File: config.mk
export PLATFORM = sky130hd
export DESIGN_NAME = top_k_priority_index_select
export DESIGN_NICKNAME = d
export VERILOG_FILES = /design/src/rtl/tkpis_pkg.sv /design/src/rtl/tkpis_entry_ram.sv /design/src/rtl/top_k_priority_index_select.sv
export SDC_FILE = /design/constraint.sdc
export NUM_CORES = 1
export LEC_CHECK = 0
export CORE_MARGIN = 4
export CORE_UTILIZATION = 37
export CTS_BUF_LIST = sky130_fd_sc_hd__clkbuf_2 sky130_fd_sc_hd__clkbuf_4 sky130_fd_sc_hd__clkbuf_8
export CTS_CLUSTER_SIZE = 10
export DETAILED_ROUTE_END_ITERATION = 6
export DONT_BUFFER_PORTS = 1
export SLEW_MARGIN = 25
export SYNTH_ARGS = -nofsm -noshare
export SYNTH_HDL_FRONTEND = slang
export SYNTH_SLANG_ARGS = --single-unit
File: constraint.sdc
create_clock -name i_clk -period 4.1 [get_ports i_clk]
set_clock_uncertainty 0.2 [all_clocks]
set_input_delay 0.82 -clock i_clk [delete_from_list [all_inputs] [get_ports i_clk]]
set_output_delay 0.82 -clock i_clk [all_outputs]
set_load 0.02 [all_outputs]
File: src/rtl/tkpis_pkg.sv
// ----------------------------------------------------------------------------
// Top-K priority index select package
// Shared types and constants for the top-K priority index selector.
// ----------------------------------------------------------------------------
`default_nettype none

package tkpis_pkg;

    localparam int DATA_W              = 16;
    localparam int IDX_W               = 7;
    localparam int CFG_W               = 7;
    localparam int PICK_LIMIT          = 64;
    localparam int MAX_ENTRIES_DEFAULT = 64;
    localparam int NUM_PICKS_RESET     = 1;

    typedef enum logic [1:0] {
        ST_LOAD,
        ST_SCAN,
        ST_DRAIN,
        ST_FINISH
    } t_state;

endpackage

`default_nettype wire

File: src/rtl/tkpis_entry_ram.sv
// ----------------------------------------------------------------------------
// Top-K priority entry RAM
// Single write port, single registered read port storage for the entries.
// ----------------------------------------------------------------------------
`default_nettype none

module tkpis_entry_ram #(
    parameter int DEPTH  = tkpis_pkg::MAX_ENTRIES_DEFAULT + 1,
    parameter int ADDR_W = $clog2(DEPTH),
    parameter int WORD_W = tkpis_pkg::DATA_W + 1
) (
    input  wire logic              i_clk,
    input  wire logic              i_we,
    input  wire logic [ADDR_W-1:0] i_waddr,
    input  wire logic [WORD_W-1:0] i_wdata,
    input  wire logic [ADDR_W-1:0] i_raddr,
    output logic      [WORD_W-1:0] o_rdata
);

    logic [WORD_W-1:0] r_mem [DEPTH];

    always_ff @(posedge i_clk) begin
        if (i_we) begin
            r_mem[i_waddr] <= i_wdata;
        end
    end

    always_ff @(posedge i_clk) begin
        o_rdata <= r_mem[i_raddr];
    end

endmodule

`default_nettype wire

File: src/rtl/top_k_priority_index_select.sv
// ----------------------------------------------------------------------------
// Top-K priority index select
// Loads a vector of signed Q4.12 priorities and emits the indices of the
// largest entries, one argmax pass per index.
// ----------------------------------------------------------------------------
// Entries load at one transaction per cycle. After the transaction with tlast
// set, the input stalls while the block makes num_picks passes, capped at
// PICK_LIMIT, over the stored vector with one RAM read port and one signed
// comparator, reading one entry per cycle; a one-entry vector needs no pass.
// Each result is the index of the largest unused entry at position 1 or
// above, ties going to the lower index; position 0 is stored but never
// chosen, and a pick with no candidate left returns index 1.
// ----------------------------------------------------------------------------
`default_nettype none

module top_k_priority_index_select #(
    parameter int MAX_ENTRIES = tkpis_pkg::MAX_ENTRIES_DEFAULT
) (
    input  wire logic                           i_clk,
    input  wire logic                           i_rst_n,
    input  wire logic                           i_cfg_valid,
    output logic                                o_cfg_ready,
    input  wire logic [tkpis_pkg::CFG_W-1:0]    i_cfg_data,     // num_picks
    input  wire logic                           i_s_axis_tvalid,
    output logic                                o_s_axis_tready,
    input  wire logic [tkpis_pkg::DATA_W-1:0]   i_s_axis_tdata, // priority_value
    input  wire logic                           i_s_axis_tlast, // vector_end
    output logic                                o_m_axis_tvalid,
    input  wire logic                           i_m_axis_tready,
    output logic [7:0]                          o_m_axis_tdata, // chosen_index
    output logic                                o_m_axis_tlast  // final_pick
);

    localparam int SLOTS  = MAX_ENTRIES + 1;
    localparam int ADDR_W = $clog2(SLOTS);
    localparam int CNT_W  = $clog2(SLOTS + 1);
    localparam int WORD_W = tkpis_pkg::DATA_W + 1;
    localparam int EXT_W  = ADDR_W + tkpis_pkg::IDX_W;
    localparam int PIK_W  = tkpis_pkg::IDX_W;

    localparam logic [CNT_W-1:0] SlotsC = CNT_W'(SLOTS);
    localparam logic [CNT_W-1:0] OneC   = CNT_W'(1);
    localparam logic [PIK_W-1:0] LimitC = PIK_W'(tkpis_pkg::PICK_LIMIT);

    tkpis_pkg::t_state r_state;
    tkpis_pkg::t_state n_state;

    logic [tkpis_pkg::CFG_W-1:0]  r_num_picks;
    logic [CNT_W-1:0]             r_count;
    logic [CNT_W-1:0]             r_len;
    logic [PIK_W-1:0]             r_picks;
    logic [PIK_W-1:0]             r_pick_cnt;
    logic [ADDR_W-1:0]            r_addr;
    logic                         r_rd_vld;
    logic [ADDR_W-1:0]            r_rd_idx;
    logic                         r_found;
    logic [ADDR_W-1:0]            r_best;
    logic [tkpis_pkg::DATA_W-1:0] r_best_val;
    logic                         r_out_valid;
    logic [tkpis_pkg::IDX_W-1:0]  r_out_idx;
    logic                         r_out_last;

    logic                         w_in_acc;
    logic                         w_out_free;
    logic [CNT_W-1:0]             w_cnt_next;
    logic [PIK_W-1:0]             w_picks_sat;
    logic                         w_issue;
    logic                         w_last_issue;
    logic                         w_emit;
    logic                         w_last_pick;
    logic                         w_better;
    logic [EXT_W-1:0]             w_best_ext;
    logic                         w_ram_we;
    logic [ADDR_W-1:0]            w_ram_waddr;
    logic [WORD_W-1:0]            w_ram_wdata;
    logic [WORD_W-1:0]            w_ram_rdata;
    logic                         w_rd_used;
    logic [tkpis_pkg::DATA_W-1:0] w_rd_val;

    assign o_cfg_ready     = 1'b1;
    assign o_s_axis_tready = (r_state == tkpis_pkg::ST_LOAD);
    assign o_m_axis_tvalid = r_out_valid;
    assign o_m_axis_tdata  = {1'b0, r_out_idx};
    assign o_m_axis_tlast  = r_out_last;

    assign w_in_acc     = i_s_axis_tvalid && o_s_axis_tready;
    assign w_out_free   = !r_out_valid || i_m_axis_tready;
    assign w_cnt_next   = (r_count < SlotsC) ? r_count + OneC : r_count;
    assign w_picks_sat  = (r_num_picks > LimitC) ? LimitC : r_num_picks;
    assign w_issue      = (r_state == tkpis_pkg::ST_SCAN);
    assign w_last_issue = w_issue && (CNT_W'(r_addr) == r_len - OneC);
    assign w_emit       = (r_state == tkpis_pkg::ST_FINISH) && w_out_free;
    assign w_last_pick  = (r_pick_cnt + PIK_W'(1)) == r_picks;
    assign w_best_ext   = EXT_W'(r_best);

    assign w_rd_used = w_ram_rdata[WORD_W-1];
    assign w_rd_val  = w_ram_rdata[tkpis_pkg::DATA_W-1:0];
    assign w_better  = r_rd_vld && !w_rd_used &&
                       (!r_found || ($signed(w_rd_val) > $signed(r_best_val)));

    assign w_ram_we    = (w_in_acc && (r_count < SlotsC)) || (w_emit && r_found);
    assign w_ram_waddr = (r_state == tkpis_pkg::ST_FINISH) ? r_best
                                                            : r_count[ADDR_W-1:0];
    assign w_ram_wdata = (r_state == tkpis_pkg::ST_FINISH) ? {1'b1, r_best_val}
                                                            : {1'b0, i_s_axis_tdata};

    tkpis_entry_ram #(
        .DEPTH  (SLOTS),
        .ADDR_W (ADDR_W),
        .WORD_W (WORD_W)
    ) u_ram (
        .i_clk   (i_clk),
        .i_we    (w_ram_we),
        .i_waddr (w_ram_waddr),
        .i_wdata (w_ram_wdata),
        .i_raddr (r_addr),
        .o_rdata (w_ram_rdata)
    );

    always_ff @(posedge i_clk) begin
        if (!i_rst_n) begin
            r_state <= tkpis_pkg::ST_LOAD;
        end else begin
            r_state <= n_state;
        end
    end

    always_comb begin
        n_state = r_state;
        unique case (r_state)
            tkpis_pkg::ST_LOAD: begin
                if (w_in_acc && i_s_axis_tlast && (w_picks_sat != '0)) begin
                    if (w_cnt_next <= OneC) begin
                        n_state = tkpis_pkg::ST_FINISH;
                    end else begin
                        n_state = tkpis_pkg::ST_SCAN;
                    end
                end
            end
            tkpis_pkg::ST_SCAN: begin
                if (w_last_issue) begin
                    n_state = tkpis_pkg::ST_DRAIN;
                end
            end
            tkpis_pkg::ST_DRAIN: begin
                n_state = tkpis_pkg::ST_FINISH;
            end
            tkpis_pkg::ST_FINISH: begin
                if (w_emit) begin
                    priority if (w_last_pick) begin
                        n_state = tkpis_pkg::ST_LOAD;
                    end else if (r_len <= OneC) begin
                        n_state = tkpis_pkg::ST_FINISH;
                    end else begin
                        n_state = tkpis_pkg::ST_SCAN;
                    end
                end
            end
            default: begin
                n_state = tkpis_pkg::ST_LOAD;
            end
        endcase
    end

    always_ff @(posedge i_clk) begin
        if (!i_rst_n) begin
            r_num_picks <= tkpis_pkg::CFG_W'(tkpis_pkg::NUM_PICKS_RESET);
            r_count     <= '0;
            r_len       <= '0;
            r_picks     <= '0;
            r_pick_cnt  <= '0;
            r_rd_vld    <= 1'b0;
            r_out_valid <= 1'b0;
        end else begin
            if (i_cfg_valid && o_cfg_ready) begin
                r_num_picks <= i_cfg_data;
            end
            if (w_in_acc) begin
                if (i_s_axis_tlast) begin
                    r_count    <= '0;
                    r_len      <= w_cnt_next;
                    r_picks    <= w_picks_sat;
                    r_pick_cnt <= '0;
                end else begin
                    r_count <= w_cnt_next;
                end
            end
            r_rd_vld <= w_issue;
            if (w_emit) begin
                r_pick_cnt  <= r_pick_cnt + PIK_W'(1);
                r_out_valid <= 1'b1;
            end else if (i_m_axis_tready) begin
                r_out_valid <= 1'b0;
            end
        end
    end

    always_ff @(posedge i_clk) begin
        r_rd_idx <= r_addr;
        if (w_in_acc || w_emit) begin
            r_addr  <= ADDR_W'(1);
            r_found <= 1'b0;
            r_best  <= ADDR_W'(1);
        end else begin
            if (w_issue) begin
                r_addr <= r_addr + ADDR_W'(1);
            end
            if (w_better) begin
                r_found    <= 1'b1;
                r_best     <= r_rd_idx;
                r_best_val <= w_rd_val;
            end
        end
        if (w_emit) begin
            r_out_idx  <= w_best_ext[tkpis_pkg::IDX_W-1:0];
            r_out_last <= w_last_pick;
        end
    end

`ifndef SYNTH
    a_loss_slot_never_chosen: assert property (
        @(posedge i_clk) disable iff (!i_rst_n)
        (r_state == tkpis_pkg::ST_FINISH && r_found) |-> (r_best != '0)
    ) else $error("loss slot selected as best entry");

    a_best_within_vector: assert property (
        @(posedge i_clk) disable iff (!i_rst_n)
        (r_state == tkpis_pkg::ST_FINISH && r_found) |-> (CNT_W'(r_best) < r_len)
    ) else $error("best entry lies beyond the loaded vector");

    a_no_read_while_loading: assert property (
        @(posedge i_clk) disable iff (!i_rst_n)
        w_in_acc |-> !r_rd_vld
    ) else $error("input transaction accepted during a scan");

    a_pick_count_bounded: assert property (
        @(posedge i_clk) disable iff (!i_rst_n)
        (r_state != tkpis_pkg::ST_LOAD) |-> (r_pick_cnt < r_picks)
    ) else $error("pick counter ran past the requested number of picks");
`endif

endmodule

`default_nettype wire

### Word-level counts from Yosys, hierarchy flattened

Memories as Yosys holds them, arrays and structs flattened. A register that Yosys moved wholly into a read port is not among the register bits.
Index checks and enable logic that the tools add are counted.

| word-level totals | value |
|---|---|
| input bits | 29 |
| bits in writable memories | 1,105 |
| logic and storage cells | 78 |
| memories kept | 1 |
| bits in registers | 85 |
| output and inout bits | 12 |

Memories:

| name | depth | bits a word | rd ports | clocked after memory_dff | write ports | line | source |
|---|---|---|---|---|---|---|---|
| u_ram.r_mem | 65 | 17 | 1 | 1 | 1 | tkpis_entry_ram.sv:20 | `logic [WORD_W-1:0] r_mem [DEPTH];` |

| cells by class | value |
|---|---|
| magnitude comparators | 5 |
| multiplexer cells | 19 |
| bitwise logic cells | 1 |
| eq/ne operators | 8 |
| add/sub/neg operators | 4 |
| reduce and logical (&&, ||, !) cells | 25 |

Operators by type and width:

| operator | count |
|---|---|
| $mux W7 | 7 |
| $add A7 B1 Y7 const B | 3 |
| $mux W17 | 1 |
| $gt A16 B16 Y1 | 1 |
| $eq A7 B7 Y1 | 2 |
| $le A7 B1 Y1 const B | 2 |
| $mux W2 | 6 |
| $logic_and A1 B1 Y1 | 9 |
| $pmux W2 S4 | 1 |
| $gt A7 B7 Y1 const B | 1 |
| $lt A7 B7 Y1 const B | 1 |
| $reduce_bool A7 Y1 | 1 |
| $sub A7 B1 Y7 const B | 1 |
| $reduce_and A2 Y1 | 3 |
| $reduce_bool A2 Y1 | 3 |
| $eq A2 B2 Y1 const B | 2 |
| $logic_or A1 B1 Y1 | 4 |
| $mux W1 | 4 |
| $ne A2 B1 Y1 const B | 2 |
| $logic_not A1 Y1 | 3 |
| $reduce_and A3 Y1 | 1 |
| $eq A2 B1 Y1 const B | 1 |
| $logic_not A2 Y1 | 1 |
| $ne A2 B2 Y1 const B | 1 |
| $not A1 Y1 | 1 |

### Logic depth before layout (Yosys ltp)

| logic depth | value |
|---|---|
| depth in word-level cells | 7 |
| mapped depth | 9 |
| gate-level depth less buffers | 8 |

### Modules after synthesis

A second synthesis with hierarchy kept.

| unflattened totals | value |
|---|---|
| cells, all modules | 2,600 |
| area total of the unflattened synthesis | 47,601.9 µm² |

By module, submodules not included:

| module | area each (µm²) | cells an instance | sequential area each (µm²) | times used |
|---|---|---|---|---|
| tkpis_entry_ram | 43,275.3 | 2,130 | 33,522.2 | 1 |
| top_k_priority_index_select | 4,326.6 | 470 | 1,941.9 | 1 |

### Worst setup path before layout

OpenSTA, ideal clock, no wires.

| timing | value |
|---|---|
| kind | register -> register |
| start | reg r_state[1] |
| end | mem u_ram.r_mem[0][1] in the netlist's numbering, data pin |
| data arrival time | 3,568 ps |
| library setup time | 710 ps |
| stages on the path, launching flop included | 5 |
| data required time | 3,190 ps |
| slack | -378 ps |
| path buffers | 2 |
| cell sequence | dfxtp_1 nand2_1 clkbuf_1 clkbuf_1 o21ai_0 |

| on the way | value |
|---|---|
| word-level cells in the longest chain between the ends | 2 |

Ends and longest elaborated chain:

| item | line | source |
|---|---|---|
| from (decl) | top_k_priority_index_select.sv:45 | `tkpis_pkg::t_state r_state;` |
| from (signal assigned) | top_k_priority_index_select.sv:122 | `r_state <= tkpis_pkg::ST_LOAD;` |
| from (signal assigned) | top_k_priority_index_select.sv:124 | `r_state <= n_state;` |
| $eq A2 B2 Y1 | top_k_priority_index_select.sv:104 | `assign w_ram_wdata = (r_state == tkpis_pkg::ST_FINISH) ? {1'b1, r_best_val}` |
| $mux W17 | top_k_priority_index_select.sv:104 |  |
| named net u_ram.i_wdata[1] | tkpis_entry_ram.sv:15 | `input wire logic [WORD_W-1:0] i_wdata,` |
| to (decl) | tkpis_entry_ram.sv:20 |  |

The timed path passes the listed nets, and every way through them passes these cells.

==> key figures <==
Run status
  – Run status: complete, no violations

Routing
  – Vias: 24.5k
  – Routed WL: 121000 um
  – DRT Pass-1 Iters: 5
  – Routed len/inst: 27.6 um
  – Final ANT Viol Nets: 0
  – DRT iter0 DRCs: 2678
  – DRC errors left: 0
  – Via density: 5.56

Power and ir drop
  – Worst vdd ir: 0.000356 V
  – Power per Cell Area: 557 nW/um^2
  – Clock share of power: 32.7%
  – Net switching power of the design: 8.34 mW
  – Gate power share: 19.1%
  – Overall Power: 30.2 mW
  – Sequential Power Share: 48.2%
  – Leakage: 17.5 nW
  – Pint: 21.8 mW
  – Switching Share: 27.7%

Setup path
  – Slowest cell on crit path: dfxtp_4
  – Signal arrival time at the worst endpoint: 4.08 ns
  – Largest stage delay on the critical path: 0.61 ns
  – Critical path fanouts, max: 29
  – Critical Path, Cell by Cell: buf_12 > buf_12 > buf_12 > mux4_2 > mux4_2 > nand2_1 > a21oi_1 > nor3_1 > a21oi_1
  – Kind of end point of the critical path: flop
  – Startpoint types: flop
  – Crit Path Class: flop to flop
  – Most frequent CP cell: buf_12
  – Delay-heaviest family, CP: multiplexers
  – CP required: 4.63 ns
  – Buf+Inv Stages, Crit Path: 3

STA
  – Tmin final: 3.55 ns
  – Final period util: 86.6%
  – Setup TNS: 0 ns
  – RSZ-0062 raised after global routing: false
  – Final hold vios: 0
  – Least-Margin Pin Slew: 1.08 ns
  – Slew margin rel.: 27.7%
  – Final WS setup: 0.549 ns
  – Slew Limit Fails: 0
  – FMAX: 282 MHz
  – Endpoints failing setup: 0

Yosys
  – Top-area cell type share of the netlist area: 72.0%
  – Synthesized instance count: 2345
  – Async SR Flop Fraction: 0%
  – Synth warn: 0
  – #FFs+latches synth: 1207
  – Seq/Total Area, Yosys: 75.3%
  – Synth cell count leaders: edfxtp_1, mux4_2, nand2_1
  – Number of flops mapped to enable cells by yosys: 1129
  – Top-count cell post-synth: edfxtp_1
  – Post-Syn Area: 47100 um^2
  – Distinct cells, synth: 59
  – Top FF cell, synth: edfxtp_1
  – Mean Syn Cell Area: 20.1 um^2
  – Synth Net Count: 2395
  – Synth top area cells: edfxtp_1, mux4_2, dfxtp_1
  – Post-synth top area cell: edfxtp_1

Global route
  – Overall Global Routing Usage: 18.2%
  – Largest net degree at the start of global routing: 66
  – GRT met2 Usage: 28.9%
  – Initial antenna violation count: 4
  – Busiest grt layer: met2
  – Met3 Use GR: 3.80%
  – Global-route wire length before repair: 175000 um
  – Grt ovf: 0
  – Met1 Usage GRT: 24.6%
  – Vias in the first global route: 24.9k

Worst hold path
  – Hold Path Class: primary input to flop

Placed design
  – Place WS: 0.541 ns
  – Routability Congestion: 0.897
  – Dpl hpwl: 74600 um
  – Port Buffer Count: 0
  – Cell total after placement: 4036

Clocking
  – CTS HTree Levels: 4
  – Clock root cell: clkbuf_8
  – Post-CTS Resized: 0
  – Clock-pin slew on the worst setup and hold paths: 0.06 ns
  – CTS tree: yes
  – Worst-skew pair later-pin latency: 0.86 ns
  – Clk sink count: 1207
  – Deepest clock path buffer count: 3
  – Cts bufs inserted: 190

Floorplan
  – Starting Density: 37.3%
  – DIE HEIGHT: 365 um
  – Chip width: 365 um
  – Ports: 41
  – Die area: 133000 um^2
  – Core footprint: 126000 um^2
  – FP Rows: 130

Flow run
  – Max Cap Viol: 0

Finish
  – Total Nets Final: 2647
  – Share of post-route cells with drive strength above 1: 29.1%
  – Fillers: 10.8k
  – Area growth syn-to-layout: 14.9%
  – FF/Latch Area: 35500 um^2
  – Multi-input logic area: 11100 um^2
  – Final Non-Filler Cells: 4400
[cell families (layout without fill, tap and decap cells)]
logic type / after synthesis / after routing / synth area share (%)
flops: 1207 / 1207 / 75.3
compound gates: 219 / 219 / 3.20
mux: 349 / 349 / 15.2
other cells: 2 / 4 / 0.0160
simple gates: 363 / 363 / 3.63
xor+xnor: 26 / 26 / 0.484
buf+inv: 158 / 561 / 1.60
fa+ha+maj: 21 / 21 / 0.558
[metal layers]
layer | up-vias | wire length [um]
met3 | 258 | 8700
li1 | 10200 | -
met5 | - | 0
met2 | 1082 | 58200
met4 | 0 | 4800
met1 | 12900 | 49800
[worst min-delay path: cells and delay by family]
family             cells  cell delay [ns]
AOI/OAI and AO/OA      1             0.10
and+or+nand+nor        1             0.06
muxes                  1             0.15
[worst paths after layout]
path                                                  end                    from  slack (ns)  cells after the start
worst max-delay path            u_ram.o_rdata[10]$_DFF_P_  r_addr[0]$_SDFFE_PP1P_        0.55                      9
worst min-delay path              r_count[0]$_SDFFE_PN0P_          i_s_axis_tlast        0.13                      3
worst max register to register  u_ram.o_rdata[10]$_DFF_P_  r_addr[0]$_SDFFE_PP1P_        0.55                      9
worst min register to register     r_best[6]$_SDFFE_PP0P_     r_rd_idx[6]$_DFF_P_        0.24                      2
[state kept, by name, summed over array words and instances (netlist names)]
name             count
o_m_axis_tlast       1
r_rd_vld             1
r_rd_idx             7
r_pick_cnt           7
u_ram.r_mem       1105
r_num_picks          7
r_addr               7
o_m_axis_tvalid      1
u_ram.o_rdata       17
r_picks              7
r_count              7
r_len                7
r_out_idx            7
r_state              2
r_found              1
r_best               7
r_best_val          16
[metrics by stage]
step | instance area, um^2 | hold WS [ns] | utilization (%)
global route | 54100 | 0.0868 | 42.9
CTS | 54000 | 0.0473 | 42.9
floorplan | 47100 | 0.126 | -
detailed placement | 50200 | 0.221 | 39.8
global placement | 50100 | 0.222 | 39.7
finish | 54100 | 0.133 | 42.9
[repair_timing]
item                                   4_1_cts  5_1_grt
hold buffers                                17        0
setup buffers                                0        0
endpoints found under the hold margin       39        0
[power by group through the flow]
stage	Clock, mW	Combinational (mW)	Sequential (mW)
4_1_cts	10.1	5.74	14.5
5_1_grt	10.7	6.09	14.6
6_report	9.86	5.75	14.5
2_1_floorplan	0	3.65	14.6
3_5_place_dp	0	5.70	14.8
3_3_place_gp	0	5.56	14.8
[final cells by class]
class,count,area share (%)
repair buffers,181,3.05
diodes,2,0.00925
flip-flops and latches,1207,65.6
inverters,37,0.257
clock inverters,87,1.04
clock buffers,256,5.77
well taps,1650,3.82
multi-input cells,980,20.5
[cell usage in the layout, fill, tap and decap left out, types with 11 or more instances in the layout]
cell type / n
inv_1: 35
nand2_1: 123
buf_4: 148
edfxtp_1: 1129
nor2_2: 17
xnor2_1: 13
mux2i_1: 56
clkbuf_8: 192
a221oi_1: 30
o21ai_0: 32
clkbuf_4: 64
buf_12: 12
nor2_1: 73
nand3b_1: 16
clkinv_2: 20
nand3_1: 32
clkinv_1: 48
a22o_1: 15
nor2b_1: 23
dfxtp_1: 75
a31oi_1: 12
a21oi_1: 36
xor2_1: 13
a22oi_1: 14
mux4_2: 292
ha_1: 21
o21ai_4: 15
o22ai_1: 16
nor3_1: 19
a21boi_0: 11
dlygate4sd3_1: 16
Note: power is estimated with default switching activity, not from simulation.
